--- config.mk ---
export PLATFORM = sky130hd
export DESIGN_NAME = minmax_contrast_stretch
export DESIGN_NICKNAME = d
export VERILOG_FILES = /design/src/hw/rtl/mcs_pkg.sv /design/src/hw/rtl/mcs_ctrl.sv /design/src/hw/rtl/mcs_datapath.sv /design/src/hw/rtl/minmax_contrast_stretch.sv
export SDC_FILE = /design/constraint.sdc
export NUM_CORES = 1
export LEC_CHECK = 0
export BUFFER_PORTS_ARGS = -buffer_cell sky130_fd_sc_hd__buf_2
export CORE_ASPECT_RATIO = 0.6
export CORE_MARGIN = 1
export CORE_UTILIZATION = 65
export DETAILED_ROUTE_END_ITERATION = 12
export PLACE_DENSITY = 0.93
export SLEW_MARGIN = 20
export SYNTH_ARGS = -nofsm -noshare
export SYNTH_HDL_FRONTEND = slang
export SYNTH_HIERARCHICAL = 1
export SYNTH_SLANG_ARGS = --single-unit
--- constraint.sdc ---
create_clock -name clock -period 6.25 [get_ports clock]
set_clock_uncertainty 0.05 [all_clocks]
set_input_delay 0.3125 -clock clock [delete_from_list [all_inputs] [get_ports clock]]
set_output_delay 0.3125 -clock clock [all_outputs]
set_load 0.02 [all_outputs]
--- src/hw/rtl/mcs_pkg.sv ---
// Shared types and constants for the min/max contrast stretch block.
package mcs_pkg;

   // The stretched result is always an 8-bit level; the full scale is 2^8 - 1.
   localparam int unsigned OUT_BITS  = 8;
   localparam logic [OUT_BITS-1:0] OUT_SCALE = {OUT_BITS{1'b1}};

   // The quotient of a stretch is below full scale, so it needs OUT_BITS steps.
   localparam int unsigned QUOT_BITS = OUT_BITS;
   localparam int unsigned CNT_BITS  = $clog2(QUOT_BITS);

   // Encoding of the action field.
   localparam logic ACTION_MEASURE = 1'b0;
   localparam logic ACTION_STRETCH = 1'b1;

   // Controller states.
   typedef enum logic [1:0] {
      ST_IDLE,
      ST_SETUP,
      ST_DIVIDE,
      ST_DONE
   } state_type;

   // Commands from the controller to the datapath.
   typedef struct packed {
      logic accept_measure;
      logic accept_stretch;
      logic setup;
      logic div_step;
      logic out_load;
   } cmd_type;

   // Status from the datapath to the controller.
   typedef struct packed {
      logic special;
      logic out_free;
   } status_type;

endpackage

--- src/hw/rtl/mcs_ctrl.sv ---
// Controller state machine for the min/max contrast stretch block.
module mcs_ctrl (
   input  logic                clock,
   input  logic                reset,
   input  logic                req_valid,
   input  logic                req_action,
   output logic                req_ready,
   input  mcs_pkg::status_type status,
   output mcs_pkg::cmd_type    cmd
);

   mcs_pkg::state_type             state_ff, state_in;
   logic [mcs_pkg::CNT_BITS-1:0]   cnt_ff, cnt_in;

   // State and step counter registers.
   always_ff @(posedge clock) begin
      if (reset) begin
         state_ff <= mcs_pkg::ST_IDLE;
         cnt_ff   <= '0;
      end else begin
         state_ff <= state_in;
         cnt_ff   <= cnt_in;
      end
   end

   // Next state and commands.
   always_comb begin
      state_in = state_ff;
      cnt_in   = cnt_ff;
      cmd      = '0;
      req_ready = 1'b0;
      unique case (state_ff)
         mcs_pkg::ST_IDLE: begin
            // Measure transfers finish here; a stretch transfer starts the sequence.
            req_ready = 1'b1;
            if (req_valid) begin
               if (req_action == mcs_pkg::ACTION_STRETCH) begin
                  cmd.accept_stretch = 1'b1;
                  state_in = mcs_pkg::ST_SETUP;
               end else begin
                  cmd.accept_measure = 1'b1;
               end
            end
         end
         mcs_pkg::ST_SETUP: begin
            // Saturated and flat cases skip the divider.
            cmd.setup = 1'b1;
            cnt_in    = '0;
            state_in  = status.special ? mcs_pkg::ST_DONE : mcs_pkg::ST_DIVIDE;
         end
         mcs_pkg::ST_DIVIDE: begin
            cmd.div_step = 1'b1;
            cnt_in = cnt_ff + 1'b1;
            if (cnt_ff == mcs_pkg::CNT_BITS'(mcs_pkg::QUOT_BITS - 1)) begin
               state_in = mcs_pkg::ST_DONE;
            end
         end
         mcs_pkg::ST_DONE: begin
            // Wait until the output register can take the result.
            if (status.out_free) begin
               cmd.out_load = 1'b1;
               state_in = mcs_pkg::ST_IDLE;
            end
         end
         default: begin
            state_in = mcs_pkg::ST_IDLE;
         end
      endcase
   end

endmodule

--- src/hw/rtl/mcs_datapath.sv ---
// Datapath: min/max statistics, stretch setup, radix-2 divider and output register.
module mcs_datapath #(
   parameter int unsigned PIXEL_BITS = 8
) (
   input  logic                          clock,
   input  logic                          reset,
   input  logic [PIXEL_BITS-1:0]         req_pixel,
   input  logic                          req_new_frame,
   input  mcs_pkg::cmd_type              cmd,
   output mcs_pkg::status_type           status,
   input  logic                          rsp_ready,
   output logic                          rsp_valid,
   output logic [mcs_pkg::OUT_BITS-1:0]  rsp_stretched,
   output logic                          rsp_flat_range
);

   localparam int unsigned WIDE_BITS = PIXEL_BITS + mcs_pkg::OUT_BITS;

   logic [PIXEL_BITS-1:0]            min_ff, min_in;
   logic [PIXEL_BITS-1:0]            max_ff, max_in;
   logic [PIXEL_BITS-1:0]            pix_ff, pix_in;
   logic [WIDE_BITS-1:0]             rem_ff, rem_in;
   logic [WIDE_BITS-1:0]             div_ff, div_in;
   logic [mcs_pkg::QUOT_BITS-1:0]    quot_ff, quot_in;
   logic                             special_ff, special_in;
   logic                             flat_ff, flat_in;
   logic [mcs_pkg::OUT_BITS-1:0]     sat_ff, sat_in;
   logic                             out_valid_ff, out_valid_in;
   logic [mcs_pkg::OUT_BITS-1:0]     out_data_ff, out_data_in;
   logic                             out_flat_ff, out_flat_in;

   logic [PIXEL_BITS-1:0]            base_min, base_max;
   logic [PIXEL_BITS-1:0]            span, diff;
   logic                             is_flat, is_low, is_high;
   logic [WIDE_BITS-1:0]             diff_wide;

   // Case detection on the captured pixel against the current statistics.
   assign is_flat   = !(max_ff > min_ff);
   assign is_low    = (pix_ff <= min_ff);
   assign is_high   = (pix_ff >= max_ff);
   assign span      = max_ff - min_ff;
   assign diff      = pix_ff - min_ff;
   assign diff_wide = WIDE_BITS'(diff);

   assign status.special  = is_flat || is_low || is_high;
   assign status.out_free = !out_valid_ff || rsp_ready;

   // Statistics update; a new frame restarts them before the pixel is folded in.
   always_comb begin
      base_min = req_new_frame ? {PIXEL_BITS{1'b1}} : min_ff;
      base_max = req_new_frame ? '0 : max_ff;
      min_in   = min_ff;
      max_in   = max_ff;
      if (cmd.accept_measure) begin
         min_in = (req_pixel < base_min) ? req_pixel : base_min;
         max_in = (req_pixel > base_max) ? req_pixel : base_max;
      end
   end

   // Setup and restoring division of (pixel - min) * 255 by (max - min).
   always_comb begin
      pix_in     = cmd.accept_stretch ? req_pixel : pix_ff;
      rem_in     = rem_ff;
      div_in     = div_ff;
      quot_in    = quot_ff;
      special_in = special_ff;
      flat_in    = flat_ff;
      sat_in     = sat_ff;
      if (cmd.setup) begin
         // Multiplying by 2^8 - 1 is a shift and a subtract.
         rem_in     = (diff_wide << mcs_pkg::OUT_BITS) - diff_wide;
         div_in     = WIDE_BITS'(span) << (mcs_pkg::QUOT_BITS - 1);
         quot_in    = '0;
         special_in = is_flat || is_low || is_high;
         flat_in    = is_flat;
         sat_in     = (!is_flat && !is_low) ? mcs_pkg::OUT_SCALE : '0;
      end else if (cmd.div_step) begin
         if (rem_ff >= div_ff) begin
            rem_in  = rem_ff - div_ff;
            quot_in = {quot_ff[mcs_pkg::QUOT_BITS-2:0], 1'b1};
         end else begin
            quot_in = {quot_ff[mcs_pkg::QUOT_BITS-2:0], 1'b0};
         end
         div_in = div_ff >> 1;
      end
   end

   // Output register; a new result may load in the cycle the old one transfers.
   always_comb begin
      out_valid_in = out_valid_ff;
      out_data_in  = out_data_ff;
      out_flat_in  = out_flat_ff;
      if (cmd.out_load) begin
         out_valid_in = 1'b1;
         out_data_in  = special_ff ? sat_ff : quot_ff;
         out_flat_in  = flat_ff;
      end else if (out_valid_ff && rsp_ready) begin
         out_valid_in = 1'b0;
      end
   end

   always_ff @(posedge clock) begin
      if (reset) begin
         min_ff       <= {PIXEL_BITS{1'b1}};
         max_ff       <= '0;
         out_valid_ff <= 1'b0;
      end else begin
         min_ff       <= min_in;
         max_ff       <= max_in;
         out_valid_ff <= out_valid_in;
      end
   end

   always_ff @(posedge clock) begin
      pix_ff      <= pix_in;
      rem_ff      <= rem_in;
      div_ff      <= div_in;
      quot_ff     <= quot_in;
      special_ff  <= special_in;
      flat_ff     <= flat_in;
      sat_ff      <= sat_in;
      out_data_ff <= out_data_in;
      out_flat_ff <= out_flat_in;
   end

   assign rsp_valid      = out_valid_ff;
   assign rsp_stretched  = out_data_ff;
   assign rsp_flat_range = out_flat_ff;

endmodule

--- src/hw/rtl/minmax_contrast_stretch.sv ---
// Min/max contrast stretch: measure pixels into min/max, stretch pixels to 0..255.
// Measure items may follow every cycle while no stretch is in progress; they give no result.
// A stretch item is divided by a radix-2 restoring divider, one quotient bit per cycle;
// no new item is taken until its result loads into the output register, which waits
// for a free output. A flat range or a saturating pixel skips the divider.
// Synchronous reset sets min to all ones, max to zero and empties the output register.
module minmax_contrast_stretch #(
   parameter int unsigned PIXEL_BITS = 8
) (
   input  logic                          clock,
   input  logic                          reset,
   input  logic                          req_valid,
   output logic                          req_ready,
   input  logic                          req_action,
   input  logic [PIXEL_BITS-1:0]         req_pixel,
   input  logic                          req_new_frame,
   output logic                          rsp_valid,
   input  logic                          rsp_ready,
   output logic [mcs_pkg::OUT_BITS-1:0]  rsp_stretched,
   output logic                          rsp_flat_range
);

   mcs_pkg::cmd_type    cmd;
   mcs_pkg::status_type status;

   mcs_ctrl u_ctrl (
      .clock      (clock),
      .reset      (reset),
      .req_valid  (req_valid),
      .req_action (req_action),
      .req_ready  (req_ready),
      .status     (status),
      .cmd        (cmd)
   );

   mcs_datapath #(
      .PIXEL_BITS (PIXEL_BITS)
   ) u_datapath (
      .clock          (clock),
      .reset          (reset),
      .req_pixel      (req_pixel),
      .req_new_frame  (req_new_frame),
      .cmd            (cmd),
      .status         (status),
      .rsp_ready      (rsp_ready),
      .rsp_valid      (rsp_valid),
      .rsp_stretched  (rsp_stretched),
      .rsp_flat_range (rsp_flat_range)
   );

   // A flat range always gives a zero level.
   assert property (@(posedge clock) disable iff (reset)
      (rsp_valid && rsp_flat_range) |-> (rsp_stretched == '0))
      else $error("flat range result is not zero");

   // A stretch transfer blocks the input until its result is loaded.
   assert property (@(posedge clock) disable iff (reset)
      (req_valid && req_ready && (req_action == mcs_pkg::ACTION_STRETCH)) |=> !req_ready)
      else $error("input ready right after a stretch transfer");

   // A new result never overwrites one that has not been transferred.
   assert property (@(posedge clock) disable iff (reset)
      cmd.out_load |-> status.out_free)
      else $error("output register overwritten");

   // The divider never runs while the input side is open.
   assert property (@(posedge clock) disable iff (reset)
      (cmd.div_step || cmd.setup) |-> !req_ready)
      else $error("input ready during a stretch");

endmodule
### After elaboration in Yosys (flattened, before gate mapping)

Cells that the tools add are included.

| operators by class | value |
|---|---|
| $add $sub $neg | 5 |
| mux-type cells | 30 |
| multiply operators | 0 |
| bitwise gates (word level) | 0 |
| reductions and logical operators | 15 |
| equality and inequality tests | 8 |
| div/mod/pow operators | 0 |
| shift-type cells | 0 |
| order comparisons | 6 |

Operator list:

| cell | count |
|---|---|
| $mux 16 | 3 |
| $mux 8 | 6 |
| $mux 15 | 2 |
| $ge 16x15->1 | 1 |
| $gt 8x8->1 | 2 |
| $sub 16x15->16 | 1 |
| $sub 16x8->16 | 1 |
| $sub 8x8->8 | 2 |
| $mux 2 | 6 |
| $mux 1 | 11 |
| $ge 8x8->1 | 1 |
| $le 8x8->1 | 1 |
| $lt 8x8->1 | 1 |
| $pmux 2 s4 | 1 |
| $reduce_bool 2->1 | 4 |
| $ne 2x2->1 const B | 3 |
| $pmux 3 s2 | 1 |
| $eq 2x2->1 const B | 2 |
| $reduce_and 4->1 | 1 |
| $add 3x1->3 const B | 1 |
| $eq 3x3->1 const B | 1 |
| $logic_not 1->1 | 3 |
| $logic_or 1x1->1 | 3 |
| $eq 2x1->1 const B | 1 |
| other kinds (4) | 5 |

| storage, ports and cells | value |
|---|---|
| input bits | 14 |
| RAM bits | 0 |
| bits in latches | 0 |
| bits in registers | 88 |
| bits in read-only memories | 0 |
| logic and storage cells | 79 |
| memories kept | 0 |

### Depth between registers and ports, before layout

| depth | value |
|---|---|
| depth after elaboration | 6 |
| gate-level depth with buffers | 13 |
| gate-level depth less buffers | 13 |

### Cells and area by module

Netlist, hierarchy kept.

By module, submodules not included:

| module | area an instance (um2) | times used | cells each | sequential area each (um2) |
|---|---|---|---|---|
| mcs_datapath | 5082.4 | 1 | 532 | 1961.9 |
| mcs_ctrl | 349.1 | 1 | 39 | 100.1 |

### Least setup slack after synthesis

Ideal clock, no wire load.

| path | value |
|---|---|
| path type | register to register |
| from | register u_datapath.pix_ff[0] |
| to | register u_datapath.rem_ff[8] (data pin) |
| setup time | 271 ps |
| data required time | 5929 ps |
| cell stages (with the launch flop) | 12 |
| path slack | 3589 ps |
| period minus slack after synthesis | 2661 ps |
| buffers on the path | 0 |
| arrival time | 2340 ps |
| path through | edfxtp_1 > inv_1 > ha_1 > inv_1 > fa_1 > a21o_1 > a221oi_1 > xnor2_1 > inv_1 > nor3b_4 > xnor2_1 > a21oi_1 |

| on the way | value |
|---|---|
| cells in the longest elaborated chain, start to end | 3 |

Ends and longest elaborated chain:

| item | RTL line | RTL |
|---|---|---|
| start: declaration | mcs_datapath.sv:21 | `logic [PIXEL_BITS-1:0] pix_ff, pix_in;` |
| start signal: assignment | mcs_datapath.sv:115 | `pix_ff <= pix_in;` |
| $sub 8x8->8 | mcs_datapath.sv:42 | `assign diff = pix_ff - min_ff;` |
| $sub 16x8->16 | mcs_datapath.sv:71 | `rem_in = (diff_wide << mcs_pkg::OUT_BITS) - diff_wide;` |
| $mux 16 | mcs_datapath.sv:69 | `if (cmd.setup) begin` |
| via u_datapath.rem_in[8] | mcs_datapath.sv:22 | `logic [WIDE_BITS-1:0] rem_ff, rem_in;` |
| end signal: assignment | mcs_datapath.sv:116 | `rem_ff <= rem_in;` |
| end: declaration | mcs_datapath.sv:22 |  |

The timed path passes the listed nets, and every way through them passes these cells.
A chain may end at the register's enable or synchronous reset.

### Final worst setup path

| path | value |
|---|---|
| from | register u_datapath.rem_ff[0] |
| to | register u_datapath.rem_ff[12] (enable) |

| on the way | value |
|---|---|
| cells in the longest elaborated chain, start to end | 3 |

Ends and longest elaborated chain:

| item | RTL line | RTL |
|---|---|---|
| $ge 16x15->1 | mcs_datapath.sv:78 | `if (rem_ff >= div_ff) begin` |
| $reduce_bool 2->1 (no line) | - |  |
| $reduce_and 2->1 (no line) | - |  |

No other way between the ends.

==> metrics.csv <==
metric,value,unit
status,"finished, final reports clean",
Clock Power Share,0.194,
Sequential Power Share,0.301,
routed vias/inst,6.36,
Reg2Reg Depth,10,
Die H,72.8,microns
initial antenna violation count,0,
synthesized instance count,571,
PortBufs,24,
CP Launch Type,flip-flop,
Sw Ratio,0.420,
internal power,1.66,mW
remaining global-route overflow,0,
total global-route track usage,0.305,
Worst EP arrival,2.98,ns
first-pass GRT wire length,20200,microns
Worst-Margin Slew,0.827,ns
Synth Cell Area,0.00543,sq mm
family with the most delay on the worst path,compound AO/OA/AOI/OAI gates,
initial core utilization,0.681,
nets@finish,671,
ys async rst share,0,
clk sinks,81,
multi-input gate area in the final layout,0.00311,sq mm
Slew HR,0.449,
post-route DRC violation count,0,
final core utilization,0.747,
CP Buf/Inv Count,1,
iteration-0 DRC count of the detailed router,516,
clk slew on worst S/H paths,0.06,ns
Max clock buf depth,2,
H-tree Lvls,3,
TNS Setup,0,ns
minimum clock period,3.06,ns
crit-path cells,inv_1 -> ha_1 -> fa_1 -> nor2b_1 -> o2111ai_1 -> nand3_1 -> a211oi_1 -> a21boi_1 -> nand2b_1 -> a21o_1,
Crit. End Element,flip-flop,
"EDFF count, synth",44,
Final GP Congestion,0.965,
worst hold start,req_pixel[3],
Worst Path Required,6.17,ns
drt wl/cell,18.3,microns
number of synthesized register bits,81,
Total Wirelength,12900,microns
post-synth net total,649,
RR Startpoint,u_datapath/rem_ff[0],
final worst path period share,0.490,
CTS tree,done,
R2R setup slack,3.19,ns
Main synth FF type,edfxtp_1,
CTS resizes,0,
Peak VDD IR,211,uV
Power Density,479,mW/mm^2
die width,120,microns
Combinational Power Share,0.505,
fillcell total,487,
unrepaired setup endpoints after global routing,no,
Post-DP HPWL,9270,microns
antenna fix cells,0,
Core ar.,0.00798,sq mm
R2R Path End,u_datapath/rem_ff[12],
Layout area overhead,9.77,%
number of global-route vias before repair,4079,
Num CTS Buffers,9,
vias after detailed routing,4488,
largest net degree at the start of global routing,62,
register area share after synthesis,0.380,
"Avg Cell Area, Syn",9.51,sq um
synth unique cells,58,
Seq. cell area,0.00206,sq mm
CTS root buf,clkbuf_16,
Setup CP Type,flip-flop to flip-flop,
DRT antenna net count,0,
leakage power,2.46,nW
clk_lat worst skew,0.34,ns
worst hold path class,input pin to flip-flop,
hold_buf cts,0,
DIE AREA,0.00874,sq mm
Placement Rows,25,
Max Cap Viol,0,
CP Max Fanout,16,
WHS Path Cells,1,
Max stage delay on crit path,0.60,ns
Psw,1.20,mW
drt pass-1 iters,5,
count of final hold-check violations,0,
CP max-delay cell,a21o_1,
final slew viol count,0,
Setup-failing EPs final,0,
yosys warns,6,
number of I/O pins,25,
fraction of layout cells with a size suffix above 1,0.0903,
upper clock frequency limit,327,MHz
Setup Buffers After CTS,0,
Hold EP,u_datapath/pix_ff[3],
-- state kept, by name, indices dropped and copies added, names as in the netlist, 2 cells and up --
| register | count |
|---|---|
| u_datapath/rem_ff | 16 |
| u_datapath/div_ff | 15 |
| u_datapath/max_ff | 8 |
| u_datapath/min_ff | 8 |
| u_datapath/pix_ff | 8 |
| u_datapath/quot_ff | 8 |
| u_datapath/rsp_stretched | 8 |
| u_ctrl/cnt_ff | 3 |
| u_ctrl/state_ff | 2 |
-- logic make-up after synthesis --
family / Yosys count / share of synthesized area
adder cells (fa/ha/maj): 64 / 0.152
buffers and inverters: 71 / 0.0495
flip-flops: 81 / 0.380
AND/OR/NAND/NOR: 163 / 0.157
AO/OA/AOI/OAI: 132 / 0.158
XOR/XNOR: 29 / 0.0468
multiplexers: 31 / 0.0574
-- synthesized netlist by cell type, drive strengths merged, types with 10 or more instances --
master | count | area share
xnor2 | 19 | 0.031
mux2i | 30 | 0.055
o21ai | 28 | 0.026
nand3 | 14 | 0.013
dfxtp | 37 | 0.14
nand2b | 28 | 0.032
clkbuf | 11 | 0.0076
a21oi | 36 | 0.034
xor2 | 10 | 0.016
ha | 61 | 0.14
edfxtp | 44 | 0.24
inv | 56 | 0.039
nand2 | 36 | 0.025
nor2 | 40 | 0.028
a21o | 16 | 0.022
-- cell type report --
| class | count | share of cell area |
|---|---|---|
| clock inverter | 7 | 0.0141 |
| clock buffer | 9 | 0.0378 |
| tap | 108 | 0.0227 |
| timing repair buffer | 26 | 0.0227 |
| inverter | 56 | 0.0353 |
| multi-input combinational | 419 | 0.522 |
| sequential | 81 | 0.346 |
-- through the flow --
stage	cell area [sq um]	setup slack [ns]	instances	hold slack, ns	total power [mW]
floorplan	5430	3.59	571	0.332	1.92
global placement	5650	3.40	690	0.354	2.17
detailed placement	5650	3.29	690	0.355	2.23
CTS	5950	3.26	706	0.163	2.81
global route	5960	3.10	706	0.160	3.00
finish	5960	3.19	706	0.172	2.86
-- power by group through the flow --
stage / registers (mW) / logic, mW / clock network (mW)
final: 0.860 / 1.44 / 0.554
after global routing: 0.868 / 1.56 / 0.576
after CTS: 0.855 / 1.40 / 0.555
after detailed placement: 0.862 / 1.37 / 0
after global placement: 0.856 / 1.32 / 0
after floorplan: 0.839 / 1.08 / 0
-- worst max path at each step --
stage                         start                    end  slack [ns]  depth (start not counted)
2_1_floorplan  u_datapath/pix_ff[0]   u_datapath/rem_ff[8]        3.59                         11
3_3_place_gp   u_datapath/pix_ff[0]   u_datapath/rem_ff[8]        3.40                         11
3_5_place_dp   u_datapath/rem_ff[0]   u_datapath/rem_ff[1]        3.29                         10
4_1_cts        u_datapath/rem_ff[0]  u_datapath/rem_ff[12]        3.26                         10
5_1_grt        u_datapath/pix_ff[0]   u_datapath/rem_ff[8]        3.10                         11
6_report       u_datapath/rem_ff[0]  u_datapath/rem_ff[12]        3.19                         10
-- metal layers --
layer	track usage	wire length, microns	up-vias
met5	0	0	-
met4	0.0958	241	0
met3	0.0922	1490	33
met2	0.461	5570	259
met1	0.420	5610	2108
li1	-	-	2088
-- worst register-to-register path: cells and delay by family, from the launching register on --
family | cells | cell delay (ns)
buffers and inverters | 1 | 0.05
AND/OR/NAND/NOR | 3 | 0.53
AO/OA/AOI/OAI | 4 | 1.10
flip-flops | 1 | 0.34
adder cells (fa/ha/maj) | 2 | 0.63
-- cell usage in the layout (no fill, tap or decap), types with 3 or more instances in the layout --
cell type	instances
xnor2_1	19
fa_1	3
xor2_1	10
nand3b_1	4
o21ai_0	22
nor3_1	8
a21o_1	16
o22a_1	8
inv_6	3
and3_1	4
nor2_1	40
a31oi_1	7
o21bai_1	3
nand3_1	14
inv_1	56
a21oi_1	35
o21a_1	3
nor2b_1	8
and2_1	3
buf_2	24
nand4_1	5
o31ai_1	6
mux2i_1	30
edfxtp_1	44
o21ai_1	6
dfxtp_1	37
nand2_1	36
ha_1	60
clkbuf_16	9
nand2b_1	28
o22ai_1	5
a211oi_1	5
No activity file was read; power rests on OpenSTA's default activity.
